$ cat src/sv/lcdw_pkg.sv
// Package for the character-LCD nibble writer.
// Holds the shared types, register indexes and constants; no dependencies.
package lcdw_pkg;

   localparam int unsigned DELAY_SCALE   = 4000;
   localparam int unsigned PULSE_W       = 20;
   localparam int unsigned LINE_W        = 7;
   localparam int unsigned CSR_INDEX_W   = 2;
   localparam int unsigned QUEUE_DEPTH   = 2;

   localparam logic [PULSE_W-1:0] PULSE_RESET = PULSE_W'(10 * DELAY_SCALE);
   localparam logic [LINE_W-1:0]  LINE_RESET  = LINE_W'(16);

   localparam logic [7:0] LINE2_CMD = 8'hC0;
   localparam logic [7:0] LINE1_CMD = 8'h80;

   localparam logic [CSR_INDEX_W-1:0] CSR_PULSE_WIDTH = CSR_INDEX_W'(0);
   localparam logic [CSR_INDEX_W-1:0] CSR_LINE_LENGTH = CSR_INDEX_W'(1);

   localparam logic RS_COMMAND = 1'b0;
   localparam logic RS_DATA    = 1'b1;

   typedef struct packed {
      logic [7:0] byte_value;
      logic       register_select;
      logic       has_line_cmd;
      logic       line1_sel;
   } lcdw_entry_type;

   typedef struct packed {
      logic               wr_pulse;
      logic               wr_line;
      logic [PULSE_W-1:0] data;
   } lcdw_csr_type;

   typedef enum logic [1:0] {
      S_IDLE,
      S_STROBE,
      S_SHOW
   } lcdw_state_type;

endpackage

$ cat src/sv/lcdw_front.sv
// Front end of the LCD writer: accepts items, tracks the column count.
// Classifies each item into a queue entry; depends on lcdw_pkg.
module lcdw_front (
   input  logic                   clock,
   input  logic                   reset,
   input  lcdw_pkg::lcdw_csr_type csr,
   input  logic                   req_tvalid,
   output logic                   req_tready,
   input  logic [7:0]             req_tdata,
   input  logic [1:0]             req_tuser,
   input  logic                   q_full,
   output logic                   q_push,
   output lcdw_pkg::lcdw_entry_type q_entry
);
   import lcdw_pkg::*;

   logic [LINE_W-1:0] count_ff, count_in;
   logic [LINE_W-1:0] line_ff, line_in;
   logic [LINE_W-1:0] base;
   logic [LINE_W-1:0] next_count;
   logic              is_data;
   logic              hit_line2;
   logic              hit_line1;

   assign req_tready = !q_full;
   assign q_push     = req_tvalid && req_tready;
   assign is_data    = req_tuser[0];

   always_comb begin
      base       = req_tuser[1] ? '0 : count_ff;
      next_count = base + LINE_W'(1);
      hit_line2  = (next_count == line_ff);
      hit_line1  = !hit_line2 && ((next_count == '0) ||
                   ({1'b0, next_count} >= {line_ff, 1'b0}));
   end

   always_comb begin
      q_entry.byte_value      = req_tdata;
      q_entry.register_select = is_data ? RS_DATA : RS_COMMAND;
      q_entry.has_line_cmd    = is_data && (hit_line2 || hit_line1);
      q_entry.line1_sel       = hit_line1;
   end

   always_comb begin
      count_in = count_ff;
      if (q_push && is_data) begin
         count_in = hit_line1 ? '0 : next_count;
      end
      line_in = csr.wr_line ? csr.data[LINE_W-1:0] : line_ff;
   end

   always_ff @(posedge clock) begin
      if (reset) begin
         count_ff <= '0;
         line_ff  <= LINE_RESET;
      end else begin
         count_ff <= count_in;
         line_ff  <= line_in;
      end
   end

endmodule

$ cat src/sv/lcdw_queue.sv
// Small queue between the front and back ends of the LCD writer.
// Register-based ring of entries; depends on lcdw_pkg.
module lcdw_queue #(
   parameter int unsigned DEPTH = lcdw_pkg::QUEUE_DEPTH
) (
   input  logic                     clock,
   input  logic                     reset,
   input  logic                     push,
   input  lcdw_pkg::lcdw_entry_type push_entry,
   input  logic                     pop,
   output lcdw_pkg::lcdw_entry_type pop_entry,
   output logic                     full,
   output logic                     empty
);
   import lcdw_pkg::*;

   localparam int unsigned PTR_W = (DEPTH > 1) ? $clog2(DEPTH) : 1;
   localparam int unsigned CNT_W = $clog2(DEPTH + 1);
   localparam logic [PTR_W-1:0] LAST_PTR = PTR_W'(DEPTH - 1);
   localparam logic [CNT_W-1:0] DEPTH_CNT = CNT_W'(DEPTH);

   lcdw_entry_type   mem_ff [DEPTH];
   logic [PTR_W-1:0] wr_ptr_ff, wr_ptr_in;
   logic [PTR_W-1:0] rd_ptr_ff, rd_ptr_in;
   logic [CNT_W-1:0] count_ff, count_in;

   assign full      = (count_ff == DEPTH_CNT);
   assign empty     = (count_ff == '0);
   assign pop_entry = mem_ff[rd_ptr_ff];

   always_comb begin
      wr_ptr_in = wr_ptr_ff;
      rd_ptr_in = rd_ptr_ff;
      count_in  = count_ff;
      if (push) begin
         wr_ptr_in = (wr_ptr_ff == LAST_PTR) ? '0 : wr_ptr_ff + PTR_W'(1);
      end
      if (pop) begin
         rd_ptr_in = (rd_ptr_ff == LAST_PTR) ? '0 : rd_ptr_ff + PTR_W'(1);
      end
      if (push && !pop) begin
         count_in = count_ff + CNT_W'(1);
      end else if (pop && !push) begin
         count_in = count_ff - CNT_W'(1);
      end
   end

   always_ff @(posedge clock) begin
      if (reset) begin
         wr_ptr_ff <= '0;
         rd_ptr_ff <= '0;
         count_ff  <= '0;
      end else begin
         wr_ptr_ff <= wr_ptr_in;
         rd_ptr_ff <= rd_ptr_in;
         count_ff  <= count_in;
      end
   end

   always_ff @(posedge clock) begin
      if (push) begin
         mem_ff[wr_ptr_ff] <= push_entry;
      end
   end

`ifndef SYNTHESIS
   a_no_overflow : assert property (@(posedge clock) disable iff (reset)
      push |-> !full) else $error("queue push while full");
   a_no_underflow : assert property (@(posedge clock) disable iff (reset)
      pop |-> !empty) else $error("queue pop while empty");
   a_count_bound : assert property (@(posedge clock) disable iff (reset)
      count_ff <= DEPTH_CNT) else $error("queue count out of range");
`endif

endmodule

$ cat src/sv/lcdw_back.sv
// Back end of the LCD writer: times each enable strobe and issues nibbles.
// Pops queue entries and splits them into two or four words; depends on lcdw_pkg.
module lcdw_back (
   input  logic                     clock,
   input  logic                     reset,
   input  lcdw_pkg::lcdw_csr_type   csr,
   input  logic                     q_empty,
   output logic                     q_pop,
   input  lcdw_pkg::lcdw_entry_type q_entry,
   output logic                     rsp_tvalid,
   input  logic                     rsp_tready,
   output logic [7:0]               rsp_tdata,
   output logic [0:0]               rsp_tuser,
   output logic                     rsp_tlast
);
   import lcdw_pkg::*;

   lcdw_state_type     state_ff, state_in;
   lcdw_entry_type     entry_ff, entry_in;
   logic [1:0]         idx_ff, idx_in;
   logic [PULSE_W-1:0] cnt_ff, cnt_in;
   logic [PULSE_W-1:0] pulse_ff, pulse_in;
   logic               strobe_done;
   logic               is_last;
   logic               load;
   logic               advance;
   logic [7:0]         cur_byte;

   assign strobe_done = ({1'b0, cnt_ff} + (PULSE_W + 1)'(1)) >= {1'b0, pulse_ff};
   assign is_last     = (idx_ff == 2'd3) || ((idx_ff == 2'd1) && !entry_ff.has_line_cmd);

   always_comb begin
      state_in = state_ff;
      unique case (state_ff)
         S_IDLE: begin
            if (!q_empty) state_in = S_STROBE;
         end
         S_STROBE: begin
            if (strobe_done) state_in = S_SHOW;
         end
         S_SHOW: begin
            if (rsp_tready) state_in = is_last ? S_IDLE : S_STROBE;
         end
         default: state_in = S_IDLE;
      endcase
   end

   always_comb begin
      q_pop      = 1'b0;
      rsp_tvalid = 1'b0;
      load       = 1'b0;
      advance    = 1'b0;
      unique case (state_ff)
         S_IDLE: begin
            q_pop = !q_empty;
            load  = !q_empty;
         end
         S_STROBE: ;
         S_SHOW: begin
            rsp_tvalid = 1'b1;
            advance    = rsp_tready && !is_last;
         end
         default: ;
      endcase
   end

   always_comb begin
      entry_in = load ? q_entry : entry_ff;
      idx_in   = load ? 2'd0 : (advance ? idx_ff + 2'd1 : idx_ff);
      cnt_in   = (load || advance) ? '0 :
                 ((state_ff == S_STROBE) ? cnt_ff + PULSE_W'(1) : cnt_ff);
      pulse_in = csr.wr_pulse ? csr.data : pulse_ff;
   end

   always_comb begin
      cur_byte     = idx_ff[1] ? (entry_ff.line1_sel ? LINE1_CMD : LINE2_CMD)
                               : entry_ff.byte_value;
      rsp_tdata    = {4'b0000, (idx_ff[0] ? cur_byte[3:0] : cur_byte[7:4])};
      rsp_tuser[0] = idx_ff[1] ? RS_COMMAND : entry_ff.register_select;
      rsp_tlast    = is_last;
   end

   always_ff @(posedge clock) begin
      if (reset) begin
         state_ff <= S_IDLE;
         idx_ff   <= '0;
         cnt_ff   <= '0;
         pulse_ff <= PULSE_RESET;
      end else begin
         state_ff <= state_in;
         idx_ff   <= idx_in;
         cnt_ff   <= cnt_in;
         pulse_ff <= pulse_in;
      end
   end

   always_ff @(posedge clock) begin
      entry_ff <= entry_in;
   end

`ifndef SYNTHESIS
   a_last_ends_item : assert property (@(posedge clock) disable iff (reset)
      rsp_tvalid && rsp_tready && rsp_tlast |=> state_ff == S_IDLE)
      else $error("back end did not return to idle after last word");
   a_line_word_needs_cmd : assert property (@(posedge clock) disable iff (reset)
      rsp_tvalid && idx_ff[1] |-> entry_ff.has_line_cmd)
      else $error("line command word issued without a line command");
`endif

endmodule

$ cat src/sv/char_lcd_nibble_writer_top.sv
// Character-LCD nibble writer, 4-bit interface, top level.
// Instantiates lcdw_front, lcdw_queue and lcdw_back; depends on lcdw_pkg.
//
// Usage:
//   req_* channel: one word per byte to write. tdata[7:0] is the byte;
//   tuser[0] is 1 for a data character, 0 for a command; tuser[1] clears
//   the column count before a data character.
//   rsp_* channel: one word per nibble strobe. tdata[3:0] is the nibble
//   (high nibble first), tuser[0] is register select, tlast marks the
//   final nibble of a byte. A data byte that ends a line is followed by
//   the line command 0xC0 or 0x80, which gives four words instead of two.
//   csr_* channel: index 0 sets the strobe width in cycles, index 1 the
//   line length; write only while idle.
// Flow: before each nibble the back-end strobe counter runs for the
//   strobe width P, then the nibble is held until the receiver takes
//   it; a new byte is popped only after the last nibble of the one
//   before. Input words are queued (default depth two) while the back
//   end works, so req_tready only drops when the queue is full.
// Reset: synchronous, clears the column count, empties the queue, and
//   restores strobe width 40000 and line length 16. A stalled receiver
//   holds the current nibble until taken.
module char_lcd_nibble_writer_top #(
   parameter int unsigned QUEUE_DEPTH = lcdw_pkg::QUEUE_DEPTH
) (
   input  logic                                 clock,
   input  logic                                 reset,
   input  logic                                 req_tvalid,
   output logic                                 req_tready,
   input  logic [7:0]                           req_tdata,  // byte_value
   input  logic [1:0]                           req_tuser,  // req_type, string_start
   output logic                                 rsp_tvalid,
   input  logic                                 rsp_tready,
   output logic [7:0]                           rsp_tdata,  // nibble, zero pad
   output logic [0:0]                           rsp_tuser,  // register_select
   output logic                                 rsp_tlast,
   input  logic                                 csr_valid,
   output logic                                 csr_ready,
   input  logic [lcdw_pkg::CSR_INDEX_W-1:0]     csr_index,
   input  logic [lcdw_pkg::PULSE_W-1:0]         csr_data
);
   import lcdw_pkg::*;

   lcdw_csr_type   csr;
   lcdw_entry_type push_entry;
   lcdw_entry_type pop_entry;
   logic           q_push;
   logic           q_pop;
   logic           q_full;
   logic           q_empty;

   assign csr_ready = 1'b1;

   always_comb begin
      csr.wr_pulse = csr_valid && (csr_index == CSR_PULSE_WIDTH);
      csr.wr_line  = csr_valid && (csr_index == CSR_LINE_LENGTH);
      csr.data     = csr_data;
   end

   lcdw_front u_front (
      .clock      (clock),
      .reset      (reset),
      .csr        (csr),
      .req_tvalid (req_tvalid),
      .req_tready (req_tready),
      .req_tdata  (req_tdata),
      .req_tuser  (req_tuser),
      .q_full     (q_full),
      .q_push     (q_push),
      .q_entry    (push_entry)
   );

   lcdw_queue #(
      .DEPTH (QUEUE_DEPTH)
   ) u_queue (
      .clock      (clock),
      .reset      (reset),
      .push       (q_push),
      .push_entry (push_entry),
      .pop        (q_pop),
      .pop_entry  (pop_entry),
      .full       (q_full),
      .empty      (q_empty)
   );

   lcdw_back u_back (
      .clock      (clock),
      .reset      (reset),
      .csr        (csr),
      .q_empty    (q_empty),
      .q_pop      (q_pop),
      .q_entry    (pop_entry),
      .rsp_tvalid (rsp_tvalid),
      .rsp_tready (rsp_tready),
      .rsp_tdata  (rsp_tdata),
      .rsp_tuser  (rsp_tuser),
      .rsp_tlast  (rsp_tlast)
   );

endmodule
$ cat config.mk
export PLATFORM = sky130hd
export DESIGN_NAME = char_lcd_nibble_writer_top
export DESIGN_NICKNAME = d
export VERILOG_FILES = /design/src/sv/lcdw_pkg.sv /design/src/sv/lcdw_front.sv /design/src/sv/lcdw_queue.sv /design/src/sv/lcdw_back.sv /design/src/sv/char_lcd_nibble_writer_top.sv
export SDC_FILE = /design/constraint.sdc
export NUM_CORES = 1
export LEC_CHECK = 0
export BUFFER_PORTS_ARGS = -buffer_cell sky130_fd_sc_hd__buf_2
export CAP_MARGIN = 40
export CORE_UTILIZATION = 50
export DETAILED_ROUTE_END_ITERATION = 10
export GPL_TIMING_DRIVEN = 1
export HOLD_SLACK_MARGIN = 0.02
export PLACE_DENSITY_LB_ADDON = 0.08
export SYNTH_ARGS = -nofsm -noshare
export SYNTH_HDL_FRONTEND = slang
export SYNTH_SLANG_ARGS = --single-unit
export TNS_END_PERCENT = 10
$ cat constraint.sdc
create_clock -name clock -period 3.1 [get_ports clock]
set_input_delay 0.62 -clock clock [delete_from_list [all_inputs] [get_ports clock]]
set_output_delay 0.62 -clock clock [all_outputs]
set_load 0.005 [all_outputs]
==> results of run 1 <==
routing by layer:
metal  vias to the layer above  global-route usage, %  part of all wire (%)
met5                         -                      0                     0
met4                         0                   5.85                   1.4
met3                        11                   3.97                   4.0
met2                        91                   35.5                    47
met1                      1817                   30.4                    48
li1                       1956                      -                     -
worst reg2reg max path, cell delays in order (launching register included):
cell,delay (ps)
dfxtp_2,350
ha_2,200
nand3_4,120
nor2_4,160
nand3_4,110
nor4_4,240
nand2_1,100
xnor2_1,140
ha_1,300
a21o_1,160
a211o_1,270
a21oi_2,180
o21ai_2,90
a41oi_2,220
nand2b_1,140
a21oi_1,60
final timing paths:
path / from / end / slack [ps] / depth (start not counted)
worst max-delay path: u_back.cnt_ff[0]$_SDFFE_PP0N_ / u_back.state_ff[1]$_SDFFE_PP0P_ / 130 / 15
worst min-delay path: req_tdata[3] / u_queue.mem_ff[1][6]$_DFFE_PP_ / 430 / 1
worst max register to register: u_back.cnt_ff[0]$_SDFFE_PP0N_ / u_back.state_ff[1]$_SDFFE_PP0P_ / 130 / 15
worst min register to register: u_back.pulse_ff[3]$_SDFFE_PP0P_ / u_back.pulse_ff[3]$_SDFFE_PP0P_ / 460 / 2
power groups by stage:
stage                     registers (mW)  clock network [mW]  logic [mW]
after global routing                1.62               0.865       0.793
after detailed placement            1.62                   0       0.684
after floorplan                     1.58                   0       0.481
after CTS                           1.59               0.809       0.694
final                               1.59               0.788       0.714
after global placement              1.61                   0       0.668
flip-flops by register name, summed over array words and instances, names as in the netlist:
name,cells
u_back.entry_ff,11
u_queue.mem_ff,22
u_back.idx_ff,2
u_back.state_ff,2
u_back.pulse_ff,20
u_back.cnt_ff,20
u_queue.count_ff,2
u_front.line_ff,7
u_queue.wr_ptr_ff,1
u_queue.rd_ptr_ff,1
u_front.count_ff,7
timing repair:
item	in CTS	in global routing
pin swaps	0	16
resized for setup	8	34
setup endpoints to repair	2	2
setup buffers	0	4
cell type report:
| class | instances | area (um2) | share of cell area (%) |
|---|---|---|---|
| inverters | 29 | 109 | 1.78 |
| multi-input cells | 382 | 2850 | 46.6 |
| well taps | 133 | 166 | 2.72 |
| flip-flops and latches | 95 | 2240 | 36.6 |
| clock inverters | 7 | 60.1 | 0.981 |
| clock buffers | 9 | 124 | 2.02 |
| repair buffers | 89 | 566 | 9.24 |
cells in the final DEF (no fill, tap or decap), drive strengths merged, types with 3 or more instances in the layout:
master / instances
clkinvlp: 3
a21o: 3
o41ai: 3
nand2: 62
nor2: 62
nand3: 17
o31ai: 3
xnor2: 27
xor2: 24
clkbuf: 9
nor2b: 11
buf: 89
nand2b: 6
nor3: 8
conb: 5
dfxtp: 62
nor4: 3
a21oi: 31
a211o: 6
mux2: 13
or3: 3
inv: 33
nand3b: 9
ha: 32
mux2i: 8
and3: 3
o21ai: 15
nand4: 7
edfxtp: 33
logic make-up (layout without fill, tap and decap cells):
family / Yosys count / in the layout / share of synthesized area (%)
AO/OA/AOI/OAI: 75 / 75 / 10.5
XOR/XNOR: 51 / 51 / 9.45
adder cells (fa/ha/maj): 32 / 32 / 7.81
buffers and inverters: 60 / 134 / 5.37
flip-flops: 95 / 95 / 43.6
multiplexers: 21 / 21 / 4.42
other: 2 / 5 / 0.147
AND/OR/NAND/NOR: 198 / 198 / 18.7
per-stage QoR:
step                      area, um2  TNS (ps)
after floorplan                5190    -0.119
after global placement         5730     -16.5
after detailed placement       5730      -896
after CTS                      5960         0
after global routing           6120     -51.5
final                          6120         0
==> flow_summary.json, run 1 <==
{
  "yosysMostFrequentCell": "dfxtp_1",
  "crit_chain": "ha_2, nand3_4, nor2_4, nand3_4, nor4_4, nand2_1, xnor2_1, ha_1, a21o_1, a211o_1, a21oi_2, o21ai_2, a41oi_2, nand2b_1, a21oi_1",
  "grt_pass1_vias": 3710,
  "tightest_slew_ps": 788,
  "pwr-share-comb_pct": 23.1,
  "cpPeakStageDelay_ps": 350,
  "cp_max_fo": 3,
  "drt-initial-drc-count": 137,
  "grt_max_degree": 47,
  "async_flop_share_pct": 0,
  "min_period_over_period_pct": 95.7,
  "cts_buffers": 9,
  "hpwlAfterDp_um": 7660,
  "synth_area_um2": 5120,
  "synth_area_leaders": "dfxtp_1 24%, edfxtp_1 19%, ha_1 7.8%",
  "hold_violations": 0,
  "period_needed_ps": 2970,
  "relSlewSlack_pct": 47.4,
  "gp_congestion": 0.811,
  "grt_pass1_wl_um": 17800,
  "critPathRequiredTime_ps": 3340,
  "maxCapViolations": 0,
  "die_w_um": 103,
  "netlist_instances": 534,
  "yosysTopAreaCell": "dfxtp_1",
  "grtUsageTotal_pct": 22.0,
  "drive_gt1_share_pct": 28.3,
  "vdd_drop_max_mv": 0.331,
  "yosysSeqAreaShare_pct": 43.6,
  "design.die.area_um2": 10700,
  "insertion_delay_ps": 370,
  "synth_edf_count": 33,
  "coreArea_um2": 9860,
  "clkSlewWorstSetupHoldPaths_ps": 100,
  "antenna_cells": 0,
  "first_pass_iters": 5,
  "place_inst": 725,
  "initial_utilization_pct": 51.9,
  "crit_path_top_delay_cell": "dfxtp_2",
  "cts_sinks": 95,
  "cts_tree": "built",
  "hold_buffers": 0,
  "port_buffers": 44,
  "cts_max_level": 3,
  "crit_top_cell": "nand3_4",
  "grt.overflow.total": 0,
  "layout.cells.non_filler": 744,
  "antenna_found_initial": 0,
  "finalNetCount": 675,
  "avgSynthCellArea_um2": 9.59,
  "clk_path_buf_depth": 2,
  "yosysWarnings": 0,
  "p_sw_share_pct": 31.9,
  "wl_um": 10800,
  "critPathCaptureType": "register",
  "cp.arrival_ps": 3200,
  "critical-path-top-delay-family": "compound AO/OA/AOI/OAI gates",
  "path_buf_inv": 0,
  "fp.dieH_um": 103,
  "synth-seq-cells": 95,
  "num_io_pins": 50,
  "remaining_drc_errors": 0,
  "vias": 3875,
  "synth_top_area_share_pct": 24.2,
  "holdCritPathClass": "primary input to register",
  "fin_ws_ps": 133,
  "hold_slack_ps": 431,
  "wire_per_inst_um": 14.6,
  "vias_per_cell": 5.21,
  "utilization_pct": 62.0,
  "ctsRootBufferMaster": "clkbuf_8",
  "p_leak_nw": 2.47,
  "area_growth_pct": 19.4,
  "synth_cell_types": 62,
  "power_mw": 3.10,
  "p_int_mw": 2.11,
  "fillCellCount": 838,
  "worstSetupPathType": "register to register",
  "status": "finished clean",
  "netSwitchingPower_mw": 0.987,
  "fmax_mhz": 337,
  "pre_cts_slack_ps": -156,
  "drv_slew": 0,
  "setup_viol": 0,
  "synthFlopType": "dfxtp_1",
  "row_count": 36,
  "power_frac_seq_pct": 51.5,
  "power_density_nw_per_um2": 506,
  "pwr-share-clk_pct": 25.5,
  "skew_ps": 10.2,
  "cp-start-kind": "register",
  "final_antenna_net_count": 0,
  "synth.cells.most_frequent": "62 x dfxtp_1, 61 x nor2_1, 60 x nand2_1"
}
(Power assumes the default switching activity.)
==> run 2: changes to the inputs <==
--- a/config.mk
+++ b/config.mk
@@ -6,8 +6,8 @@
 export NUM_CORES = 1
 export LEC_CHECK = 0
-export BUFFER_PORTS_ARGS = -buffer_cell sky130_fd_sc_hd__buf_2
 export CAP_MARGIN = 40
 export CORE_UTILIZATION = 50
 export DETAILED_ROUTE_END_ITERATION = 10
+export DONT_BUFFER_PORTS = 1
 export GPL_TIMING_DRIVEN = 1
 export HOLD_SLACK_MARGIN = 0.02
==> constraint.sdc (replaced) <==
create_clock -name clock -period 3.1 [get_ports clock]
set_input_delay 0.155 -clock clock [delete_from_list [all_inputs] [get_ports clock]]
set_output_delay 0.155 -clock clock [all_outputs]
set_load 0.005 [all_outputs]
==> flow_summary.json, run 2 (synthesis results as in run 1) <==
{
  "status": "finished clean",
  "vias": 3676,
  "worstSetupPathType": "register to register",
  "p_int_mw": 2.16,
  "finalNetCount": 639,
  "hpwlAfterDp_um": 7300,
  "pwr-share-comb_pct": 21.1,
  "pre_cts_slack_ps": 0.968,
  "place_area_um2": 5320,
  "maxCapViolations": 0,
  "cts_max_level": 3,
  "min_period_over_period_pct": 94.8,
  "largest_register_ff_count": 22,
  "drv_slew": 0,
  "num_io_pins": 50,
  "drive_gt1_share_pct": 15.7,
  "crit_path_top_delay_cell": "dfxtp_2",
  "holdCritPathClass": "primary input to register",
  "cp-start-kind": "register",
  "drt-initial-drc-count": 90,
  "design.die.area_um2": 10700,
  "vias_per_cell": 5.19,
  "crit_chain": "ha_4, nand3_4, nor2_4, nand3_2, nor4_4, nand2_1, xnor2_1, ha_1, a21o_1, a211o_1, a21oi_1, o21ai_1, a41oi_2, nand2b_1, a21oi_1",
  "antenna_found_initial": 0,
  "relSlewSlack_pct": 48.9,
  "row_count": 36,
  "cts_buffers": 9,
  "antenna_cells": 0,
  "insertion_delay_ps": 380,
  "coreArea_um2": 9860,
  "hold_violations": 0,
  "ctsRootBufferMaster": "clkbuf_8",
  "skew_ps": 10.2,
  "final_antenna_net_count": 0,
  "fmax_mhz": 340,
  "clkSlewWorstSetupHoldPaths_ps": 100,
  "tightest_slew_ps": 767,
  "initial_utilization_pct": 51.9,
  "fin_area_um2": 5940,
  "power_density_nw_per_um2": 522,
  "grt_pass1_wl_um": 16500,
  "crit_top_cell": "a21oi_1",
  "pwr-share-clk_pct": 27.6,
  "rrSetupSlack_ps": 160,
  "cpPeakStageDelay_ps": 370,
  "p_sw_share_pct": 30.3,
  "first_pass_iters": 4,
  "fillCellCount": 868,
  "path_buf_inv": 0,
  "setup_viol": 0,
  "grtUsageTotal_pct": 20.6,
  "netSwitchingPower_mw": 0.939,
  "rsz0062_at_grt": "true",
  "utilization_pct": 60.2,
  "remaining_drc_errors": 0,
  "grt_max_degree": 47,
  "clk_path_buf_depth": 2,
  "p_leak_nw": 2.33,
  "area_growth_pct": 16.0,
  "cp.arrival_ps": 3200,
  "cp_max_fo": 3,
  "cts_sinks": 95,
  "final_common_cell": "nand2_1",
  "die_w_um": 103,
  "grt_pass1_vias": 3628,
  "grt.overflow.total": 0,
  "largest_register": "u_queue.mem_ff",
  "port_buffers": 0,
  "fin_ws_ps": 163,
  "power_frac_seq_pct": 51.3,
  "critical-path-top-delay-family": "compound AO/OA/AOI/OAI gates",
  "fp.dieH_um": 103,
  "period_needed_ps": 2940,
  "cts_tree": "built",
  "fin_setup_tns_ps": 0,
  "wire_per_inst_um": 14.5,
  "wl_um": 10300,
  "top_regs": "u_queue.mem_ff (22), u_back.cnt_ff (20), u_back.pulse_ff (20)",
  "critPathRequiredTime_ps": 3360,
  "vdd_drop_max_mv": 0.286,
  "layout_common_cells": "60 x nand2_1, 59 x nor2_1, 59 x dfxtp_1, 33 x edfxtp_1, 31 x ha_1",
  "gp_congestion": 0.855,
  "critPathCaptureType": "register"
}
[run 2: repair_timing]
action	in CTS	in global routing
setup endpoints to repair	2	7
setup buffers	0	0
pin swaps	1	3
gates resized for setup	2	20
endpoints found under the hold margin	62	0
hold buffers	31	0
[run 2: power by group through the flow]
| stage | clock network [mW] | registers, mW | logic [mW] |
|---|---|---|---|
| finish | 0.856 | 1.59 | 0.654 |
| global route | 0.923 | 1.62 | 0.732 |
| CTS | 0.879 | 1.59 | 0.652 |
| detailed placement | 0 | 1.62 | 0.602 |
| global placement | 0 | 1.62 | 0.587 |
| floorplan | 0 | 1.58 | 0.477 |
[run 2: area by class of cell]
class	count	area (um2)	area share [%]
Sequential cell	95	2240	37.6
Clock inverter	6	75.1	1.26
Clock buffer	10	128	2.15
Multi-Input combinational cell	382	2740	46.2
Timing Repair Buffer	53	485	8.17
Tap cell	133	166	2.80
Inverter	29	109	1.83
[run 2: metal layers]
layer	GRT usage [%]	routed length [um]	up-vias
met5	0	0	-
met4	9.21	182	0
met2	34.8	4830	56
met3	3.09	353	14
met1	26.2	4900	1729
li1	-	-	1877
[run 2: final timing paths]
check	to	start	cells past startpoint
worst max-delay path	u_back.state_ff[1]$_SDFFE_PP0P_	u_back.cnt_ff[0]$_SDFFE_PP0N_	15
worst min-delay path	u_front.count_ff[0]$_SDFFE_PP0P_	req_tuser[0]	2
worst max register to register	u_back.state_ff[1]$_SDFFE_PP0P_	u_back.cnt_ff[0]$_SDFFE_PP0N_	15
worst min register to register	u_back.pulse_ff[5]$_SDFFE_PP0P_	u_back.pulse_ff[5]$_SDFFE_PP0P_	2
[run 2: metrics by stage]
| step | hold slack, ps | instances | power (mW) |
|---|---|---|---|
| 5_1_grt | 65.5 | 708 | 3.27 |
| 3_5_place_dp | 233 | 661 | 2.22 |
| 2_1_floorplan | 254 | 537 | 2.06 |
| 6_report | 63.3 | 708 | 3.10 |
| 4_1_cts | 50.2 | 708 | 3.12 |
| 3_3_place_gp | 231 | 661 | 2.20 |
